===== src/rtl/core/nsck_pkg.sv =====
package nsck_pkg;

	// source store geometry
	localparam int unsigned MAX_SRC_PIXELS = 65536;
	localparam int unsigned ADDR_W         = $clog2(MAX_SRC_PIXELS);
	localparam int unsigned PIX_W          = 32;

	// picture sizes and coordinates
	localparam int unsigned MAX_DIM = 1024;
	localparam int unsigned COORD_W = $clog2(MAX_DIM);
	localparam int unsigned SIZE_W  = COORD_W + 1;

	// coordinate times size, also the widest scaled quotient
	localparam int unsigned PROD_W = COORD_W + SIZE_W;
	// scaled row times source width
	localparam int unsigned ROW_W  = PROD_W + SIZE_W;
	// linear source address with one carry bit
	localparam int unsigned LIN_W  = ROW_W + 1;

	// divide step counter
	localparam int unsigned DIV_CNT_W = $clog2(PROD_W);

	localparam int unsigned KEY_W   = 8;
	localparam int unsigned CFG_IDX_W = 3;

	// register reset values
	localparam logic [SIZE_W-1:0] SIZE_RESET      = SIZE_W'(64);
	localparam logic [KEY_W-1:0]  KEY_GREEN_RESET = KEY_W'(162);
	localparam logic [KEY_W-1:0]  KEY_BLUE_RESET  = KEY_W'(232);

	typedef enum logic [CFG_IDX_W-1:0] {
		REG_SRC_WIDTH  = 3'd0,
		REG_SRC_HEIGHT = 3'd1,
		REG_DST_WIDTH  = 3'd2,
		REG_DST_HEIGHT = 3'd3,
		REG_KEY_GREEN  = 3'd4,
		REG_KEY_BLUE   = 3'd5
	} reg_idx_t;

	typedef enum logic {
		KIND_LOAD  = 1'b0,
		KIND_FETCH = 1'b1
	} kind_t;

	typedef enum logic {
		STATUS_OK  = 1'b0,
		STATUS_OOB = 1'b1
	} status_t;

	typedef struct packed {
		kind_t              kind;
		logic [ADDR_W-1:0]  load_addr;
		logic [PIX_W-1:0]   load_pixel;
		logic [COORD_W-1:0] dst_x;
		logic [COORD_W-1:0] dst_y;
	} item_t;

	typedef struct packed {
		logic [PIX_W-1:0]   out_pixel;
		logic [COORD_W-1:0] out_x;
		logic [COORD_W-1:0] out_y;
		status_t            status;
	} result_t;

	// divider handshake
	typedef struct packed {
		logic busy;
		logic done;
	} div_stat_t;

endpackage


===== src/rtl/core/nsck_div.sv =====
module nsck_div (
	input  logic                             clk,
	input  logic                             arst_n,
	input  logic                             start,
	input  logic [nsck_pkg::PROD_W-1:0]      dividend,
	input  logic [nsck_pkg::SIZE_W-1:0]      divisor,
	output nsck_pkg::div_stat_t              stat,
	output logic [nsck_pkg::PROD_W-1:0]      quotient
);

	logic                               busy_q;
	logic                               done_q;
	logic [nsck_pkg::DIV_CNT_W-1:0]     cnt_q;
	logic                               zero_q;
	logic [nsck_pkg::SIZE_W-1:0]        dvs_q;
	logic [nsck_pkg::SIZE_W-1:0]        rem_q;
	logic [nsck_pkg::PROD_W-1:0]        quo_q;
	logic [nsck_pkg::SIZE_W:0]          trial;
	logic                               fits;

	// one restoring step per cycle, msb first
	assign trial = {rem_q, quo_q[nsck_pkg::PROD_W-1]};
	assign fits  = trial >= {1'b0, dvs_q};

	always_ff @(posedge clk or negedge arst_n) begin
		if (!arst_n) begin
			busy_q <= 1'b0;
			done_q <= 1'b0;
			cnt_q  <= '0;
		end else begin
			done_q <= 1'b0;
			if (start) begin
				busy_q <= 1'b1;
				cnt_q  <= '0;
			end else if (busy_q) begin
				if (cnt_q == nsck_pkg::DIV_CNT_W'(nsck_pkg::PROD_W - 1)) begin
					busy_q <= 1'b0;
					done_q <= 1'b1;
				end
				cnt_q <= cnt_q + nsck_pkg::DIV_CNT_W'(1);
			end
		end
	end

	always_ff @(posedge clk) begin
		if (start) begin
			rem_q  <= '0;
			quo_q  <= dividend;
			dvs_q  <= divisor;
			zero_q <= (divisor == '0);
		end else if (busy_q) begin
			if (fits) begin
				rem_q <= nsck_pkg::SIZE_W'(trial - {1'b0, dvs_q});
			end else begin
				rem_q <= trial[nsck_pkg::SIZE_W-1:0];
			end
			quo_q <= {quo_q[nsck_pkg::PROD_W-2:0], fits};
		end
	end

	// a zero size maps every coordinate to zero
	assign quotient  = zero_q ? '0 : quo_q;
	assign stat.busy = busy_q;
	assign stat.done = done_q;

endmodule


===== config.mk =====
export PLATFORM = sky130hd
export DESIGN_NAME = nsck_div
export DESIGN_NICKNAME = d
export VERILOG_FILES = /design/src/rtl/core/nsck_pkg.sv /design/src/rtl/core/nsck_div.sv
export SDC_FILE = /design/constraint.sdc
export NUM_CORES = 1
export LEC_CHECK = 0
export ABC_CLOCK_PERIOD_IN_PS = 3300
export BUFFER_PORTS_ARGS = -buffer_cell sky130_fd_sc_hd__buf_2
export CAP_MARGIN = 20
export CORE_UTILIZATION = 40
export DETAILED_ROUTE_END_ITERATION = 16
export REMOVE_ABC_BUFFERS = 1
export SLEW_MARGIN = 40
export SYNTH_ARGS = -nofsm -noshare
export SYNTH_HDL_FRONTEND = slang
export SYNTH_SLANG_ARGS = --single-unit
export TNS_END_PERCENT = 5

===== constraint.sdc =====
create_clock -name clk -period 3.3 [get_ports clk]
set_input_delay 0.495 -clock clk [delete_from_list [all_inputs] [get_ports clk]]
set_output_delay 0.495 -clock clk [all_outputs]
set_load 0.01 [all_outputs]

# Yosys cells after proc, flatten, opt, wreduce, memory -nomap -nowiden
# Cells that the tools add are included.
# Widths: inputs -> output; s select.
# op_classes
add_sub_neg	2
multipliers	0
n_div	0
n_lt_le_gt_ge	1
n_eq_ne	1
shifts	0
n_mux	12
n_bitwise	0
n_reduce_logical	2
# op_table
op	n
$mux 21	3
$ge 12x11->1	1
$logic_not 11->1	1
$mux 11	1
$sub 11x11->11	1
$mux 5	2
$mux 1	6
$add 5x1->5 const B	1
$eq 5x5->1 const B	1
$reduce_bool 2->1	1
# totals
reg_bits	51
latch_bits	0
mem_bits_rw	0
romBits	0
elab_cells	25
n_memories	0

# Longest topological paths before layout
# Gate-level depths: netlist of the first run.
# depth
word_depth	4
mapped_depth	10
depth_no_buf	9

# Worst setup path before layout of the first run
# No wires, ideal clock.
# synth_timing
path_kind	flip-flop to flip-flop
start	reg dvs_q[0] (netlist bit)
end	reg rem_q[0] (netlist bit)
setup_time_ns	0.079
arrival_ns	2.105
slack_ns	1.116
stages_incl_launch_ff	9
n_path_buf	0
synth_period_minus_slack_ns	2.184
path_cell_list	edfxtp_1 > ha_1 > fa_1 > nor2b_1 > o31a_1 > o21ai_2 > o21ai_2 > mux2_4 > a211oi_2
# synth_between
elab_chain_cells	2
word_cells_on_any_way	3
cone_classes	add/sub (1); order compare (1); mux (1)
# synth_rtl
item	line_no	rtl
start, declared	nsck_div.sv:15	logic [nsck_pkg::SIZE_W-1:0] dvs_q;
start signal, assigned	nsck_div.sv:49	dvs_q <= divisor;
$sub 11x11->11 / $ge 12x11->1 (equally long branches)	nsck_div.sv:53, nsck_div.sv:23	
$mux 11 (*)	nsck_div.sv:52	if (fits) begin
end signal, assigned	nsck_div.sv:53	rem_q <= nsck_pkg::SIZE_W'(trial - {1'b0, dvs_q});
end signal, assigned	nsck_div.sv:55	rem_q <= trial[nsck_pkg::SIZE_W-1:0];
end, declared	nsck_div.sv:16	logic [nsck_pkg::SIZE_W-1:0] rem_q;
# Every way passes the cells marked *; elsewhere a longest branch is shown, timed or not.
# A chain may end at the register's enable or synchronous reset.

# Worst setup path in the final report of the first run
# layout_timing
start	reg dvs_q[0] (netlist bit)
end	reg rem_q[1] (netlist bit)
# Same word-level chain as after synthesis.

==> impl_results.md, run 1 <==
- Crit Reg-Reg Startpoint: dvs_q[0]
- Post-synth top cells: edfxtp_1, nor2b_1, mux2_2, nor2_1, inv_1
- Synth unique cells: 50
- Iter 0 DRT Violations: 77
- Synth Register Bits: 51
- Gpl congestion: 0.811
- Final setup fails: 0
- RSZ-0062 raised after global routing: no
- Crit path from: dvs_q[0]
- Total power: 2030 uW
- Power Density: 611 nW/um^2
- Fraction of layout cells with a size suffix above 1: 32.4%
- Yosys top cell area share: 34.7%
- H-tree lvl count: 2
- Row cnt: 30
- Hold buffer count at CTS: 0
- CP Capture Type: register
- Port bufs: 57
- Maximum clock rate: 365 MHz
- HP Class: in2reg
- Syn_area_per_cell: 11.2 um^2
- Worst VDD drop: 0.228 mV
- Diodes inserted: 0
- Largest net degree at the start of global routing: 25
- Setup Skew: 10.3 ps
- Num ports: 58
- Ys Warns: 0
- Post-DP HPWL: 4.04 mm
- Arrival time at the worst endpoint: 2930 ps
- Total Neg Setup Slack: 0 ps
- Period utilization: 82.9%
- Fill count: 685
- Critical path class: reg2reg
- Final Hold Vio Count: 0
- Gr ovfl total: 0
- Crit path max fanout: 10
- CTS root buf: clkbuf_8
- Post-CTS Setup Inserts: 0
- Status: completed
- FFs w/ async S/R, synth: 13.7%
- Worst-path clk slew: 100 ps
- Worst setup margin: 563 ps
- Number of buffers created by CTS: 5
- First drt pass iteration count: 4
- Initial core utilization: 41.8%
- Clock Tree Buf Depth: 2
- Worst EP required: 3490 ps
- Startpoint types: register
- Post-cts resize count: 0
- Mapped Cells: 256
- Worst-Skew Late Latency: 310 ps
- Routed via count: 2040
- Hold_sp: divisor[0]
- Top cells by area, synth: edfxtp_1, mux2_2, dfxtp_1, dfrtp_1, ha_1
- Core Region: 6830 um^2
- Clock sink count: 51
- Count leader, synth: edfxtp_1
- Slew Viols, Final: 0
- Nets: 360
- Routed Antenna Nets: 0
- Area Overhead vs Synth: 16.4%
- Overall Global Routing Usage: 15.6%
- Max cap viols: 0
- Lkg Pwr: 0.00142 uW
- Sequential area share after synthesis: 48.5%
- Chip Width: 86.5 um
- WL final: 5.60 mm
- Vert. Die Dim: 86.5 um
- Min Clock Period, post-route: 2740 ps
- Die area: 7490 um^2
- Remaining DRCs: 0
- Primary FF master, synth: edfxtp_1
- Wire length per cell: 13.7 um
- Via/cell ratio: 5.00
- Least-Margin Pin Slew: 736 ps
- Initial antenna violation count: 0
- Vias in the first global route: 1912
- Syn Std Cell Area: 2860 um^2
- Max_slew headroom: 51.0%
- Pre-CTS setup slack: 573 ps
- CTS tree: built
- Top cell type by total area after synthesis: edfxtp_1
- Number of synthesized flops with an enable pin: 33
- First-pass GRT wire length: 8.98 mm
## where the power goes
| group | internal (uW) | switching [uW] | total, uW |
|---|---|---|---|
| Combinational | 382 | 413 | 795 |
| Sequential | 788 | 69.6 | 858 |
| Clock | 154 | 225 | 379 |
## critical path, stage by stage, from the launching register on
cell and delay (ps):
edfxtp_1 400, ha_1 240, fa_1 410, nor2b_1 150, o31a_1 200, o21ai_2 130
o21ai_2 460, buf_4 240, nor3_1 50, or3_1 340
## state kept, by name, summed over array words and instances, names as in the netlist
signal	cells
cnt_q	5
zero_q	1
dvs_q	11
done_q	1
busy_q	1
quo_q	21
rem_q	11
## metal layers
metal	part of all wire, %	vias up	global-route usage [%]
met4	1.3	0	4.55
met3	7.9	7	5.33
li1	-	1036	-
met1	48	942	21.5
met5	0	-	0
met2	42	55	23.4
## cell families after synthesis
| kind of cell | share of synthesized area, % |
|---|---|
| simple gates | 16.6 |
| flops | 48.5 |
| compound gates | 9.46 |
| buf+inv | 4.64 |
| mux | 11.6 |
| fa+ha+maj | 6.39 |
| xor+xnor | 2.76 |
## final timing paths
check,endpoint,slack (ps),cells past startpoint
worst min-delay path,dvs_q[0],370,1
worst min register to register,rem_q[4],510,2
worst max register to register,rem_q[1],560,9
worst max-delay path,rem_q[1],560,9
max in group asynchronous,cnt_q[4],2590,2
min in group asynchronous,cnt_q[2],540,2
## metrics by stage
step / hold slack [ps] / instance area (um^2) / utilization [%] / cells
2_1_floorplan: 199 / 2790 / - / 242
3_5_place_dp: 342 / 3220 / 47.2 / 399
5_1_grt: 362 / 3330 / 48.7 / 408
4_1_cts: 1.76 / 3320 / 48.5 / 407
6_report: 374 / 3330 / 48.7 / 408
3_3_place_gp: 339 / 3220 / 47.2 / 399
## cell type report
class                   count  area, um^2  area share [%]
flip-flops and latches     51        1390            41.7
multi-input cells         174        1340            40.3
repair buffers             62         325            9.78
well taps                  96         120            3.61
clock buffers               5        68.8            2.07
inverters                  17        63.8            1.92
clock inverters             3        22.5           0.677
## cell usage in the layout, fill, tap and decap left out, types with 5 or more instances in the layout
cell type,instances
edfxtp_1,33
xnor2_1,6
a211oi_1,7
nand3_1,5
o21ai_0,8
dfxtp_1,11
mux2i_1,8
mux2_2,21
buf_2,57
nor2b_1,22
inv_1,16
ha_1,13
nand2_1,9
clkbuf_8,5
dfrtp_1,7
nor2_1,21
(Power assumes the default switching activity.)
==> run 2, diff against run 1 <==
--- a/config.mk
+++ b/config.mk
@@ -5,7 +5,7 @@
 export SDC_FILE = /design/constraint.sdc
 export NUM_CORES = 1
 export LEC_CHECK = 0
-export ABC_CLOCK_PERIOD_IN_PS = 3300
+export ABC_CLOCK_PERIOD_IN_PS = 2300
 export BUFFER_PORTS_ARGS = -buffer_cell sky130_fd_sc_hd__buf_2
 export CAP_MARGIN = 20
 export CORE_UTILIZATION = 40
==> constraint.sdc (replaced) <==
create_clock -name clk -period 2.3 [get_ports clk]
set_input_delay 0.345 -clock clk [delete_from_list [all_inputs] [get_ports clk]]
set_output_delay 0.345 -clock clk [all_outputs]
set_load 0.01 [all_outputs]
==> run 2 against run 1 <==
Flip-flop and latch count unchanged. Routed wire length increased by 10%. Clock skew decreased by 3.2 ps. First-iteration DRC count increased by 71%. Via count increased by 4.2%. Setup slack got worse by 540 ps. Final cell count increased by 4.4%. Critical path type unchanged. Critical endpoint is now rem_q[0].
==> impl_results.md, run 2 (synthesized netlist as in run 1, its figures left out) <==
- Num ports: 58
- Chip Width: 86.5 um
- Setup Skew: 7.06 ps
- Initial core utilization: 41.8%
- Wire length per cell: 14.4 um
- Maximum clock rate: 440 MHz
- Max cap viols: 0
- Gpl congestion: 0.813
- Sequential share of power: 38.0%
- Vert. Die Dim: 86.5 um
- Top reg by flops: quo_q
- Fraction of layout cells with a size suffix above 1: 37.6%
- Switching pwr: 1080 uW
- Clock sink count: 51
- Lkg Pwr: 0.00152 uW
- Clock share of power: 19.5%
- Final setup fails: 0
- Crit path max fanout: 6
- Port bufs: 57
- Post-DP HPWL: 4.35 mm
- Worst-Skew Late Latency: 300 ps
- Commonest cells after routing, fill and taps aside: buf_2, edfxtp_1
- Min Clock Period, post-route: 2270 ps
- Iter 0 DRT Violations: 132
- Least-Margin Pin Slew: 523 ps
- Period utilization: 98.8%
- Max_slew headroom: 65.1%
- First drt pass iteration count: 4
- Critical path class: reg2reg
- CP max-delay cell: edfxtp_1
- CP Capture Type: register
- CTS tree: built
- Initial antenna violation count: 0
- Clock Tree Buf Depth: 2
- Power Density: 921 nW/um^2
- Worst VDD drop: 0.363 mV
- Arrival time at the worst endpoint: 2490 ps
- WL final: 6.15 mm
- H-tree lvl count: 2
- Remaining DRCs: 0
- Top flop regs: quo_q: 21 flops, dvs_q: 11 flops, rem_q: 11 flops
- Diodes inserted: 0
- Switching part of the total: 33.1%
- Startpoint types: register
- Final Hold Vio Count: 0
- Total power: 3250 uW
- Fin area: 3530 um^2
- Commonest non-fill, non-tap cell in the layout: buf_2
- Largest net degree at the start of global routing: 33
- Placed cell area: 3340 um^2
- Row cnt: 30
- Worst EP required: 2510 ps
- Worst Path Buf+Inv: 1
- Routed Antenna Nets: 0
- Area Overhead vs Synth: 23.4%
- Number of flip-flops in the largest register: 21
- Crit-path cells: ha_4 > fa_2 > nor2b_2 > o31a_1 > o21ai_2 > o21ai_2 > buf_6 > mux2_4 > a211oi_2
- Fill count: 664
- Crit path top cell by count: o21ai_2
- P_int: 2170 uW
- Largest delay share family, worst path: compound AO/OA/AOI/OAI gates
- Gr ovfl total: 0
- Worst-path clk slew: 90 ps
- Overall Global Routing Usage: 17.7%
- CTS root buf: clkbuf_8
- Via/cell ratio: 4.99
- HP Class: in2reg
- Nets: 378
- Vias in the first global route: 2156
- Core Region: 6830 um^2
- Slew Viols, Final: 0
- RSZ-0062 raised after global routing: yes
- Number of buffers created by CTS: 5
- Comb pwr share: 42.5%
- Routed via count: 2126
- First-pass GRT wire length: 10.4 mm
- Die area: 7490 um^2
- CP peak stage delay: 440 ps
- Status: completed
## run 2: repair_timing
action	in CTS	in global routing
resized for setup	4	6
hold buffers	1	0
buffers inserted	1	1
setup endpoints to repair	3	11
hold endpoints to repair	7	0
cloned	0	0
pin swaps	4	5
## run 2: power by group through the flow
stage	Combinational [uW]	Clock (uW)	Sequential, uW
final	1380	634	1230
after global placement	1290	0	1250
after global routing	1550	670	1250
after floorplan	888	0	1220
after detailed placement	1300	0	1250
after CTS	1350	649	1230
## run 2: routing by layer
layer	wire length [um]	share of wire, %	up-vias	GRT usage [%]
met5	0	0	-	0
met4	46	0.75	0	3.48
met3	365	5.9	5	4.76
met2	2750	45	55	27.3
met1	2990	49	1006	25.2
li1	-	-	1060	-
## run 2: per-stage QoR
stage	setup slack (ps)	hold slack, ps	util (%)	setup TNS, ps	instances
3_3_place_gp	36.9	189	49.0	0	415
3_5_place_dp	-36.6	191	49.0	-42.3	415
5_1_grt	-54.4	222	51.6	-259	426
2_1_floorplan	-130	49.4	-	-215	242
4_1_cts	3.27	224	51.1	0	425
6_report	27.5	231	51.6	0	426
## run 2: cell type report
cell class	instances	area, um^2	area share (%)
sequential	51	1390	39.3
multi-input combinational	174	1380	39.2
timing repair buffer	80	464	13.2
tap	96	120	3.41
clock buffer	6	72.6	2.06
inverter	17	63.8	1.81
clock inverter	2	37.5	1.06
## run 2: path summary, 6_finish.rpt
check                       startpoint   endpoint  slack, ps  cells past startpoint
hold reg to reg               rem_q[2]   rem_q[2]        510                      2
setup reg to reg              dvs_q[0]   rem_q[0]         30                      9
setup / recovery              dvs_q[0]   rem_q[0]         30                      9
min in group asynchronous       arst_n     done_q        390                      2
max in group asynchronous       arst_n   cnt_q[0]       1750                      2
hold / removal             divisor[10]  dvs_q[10]        230                      1
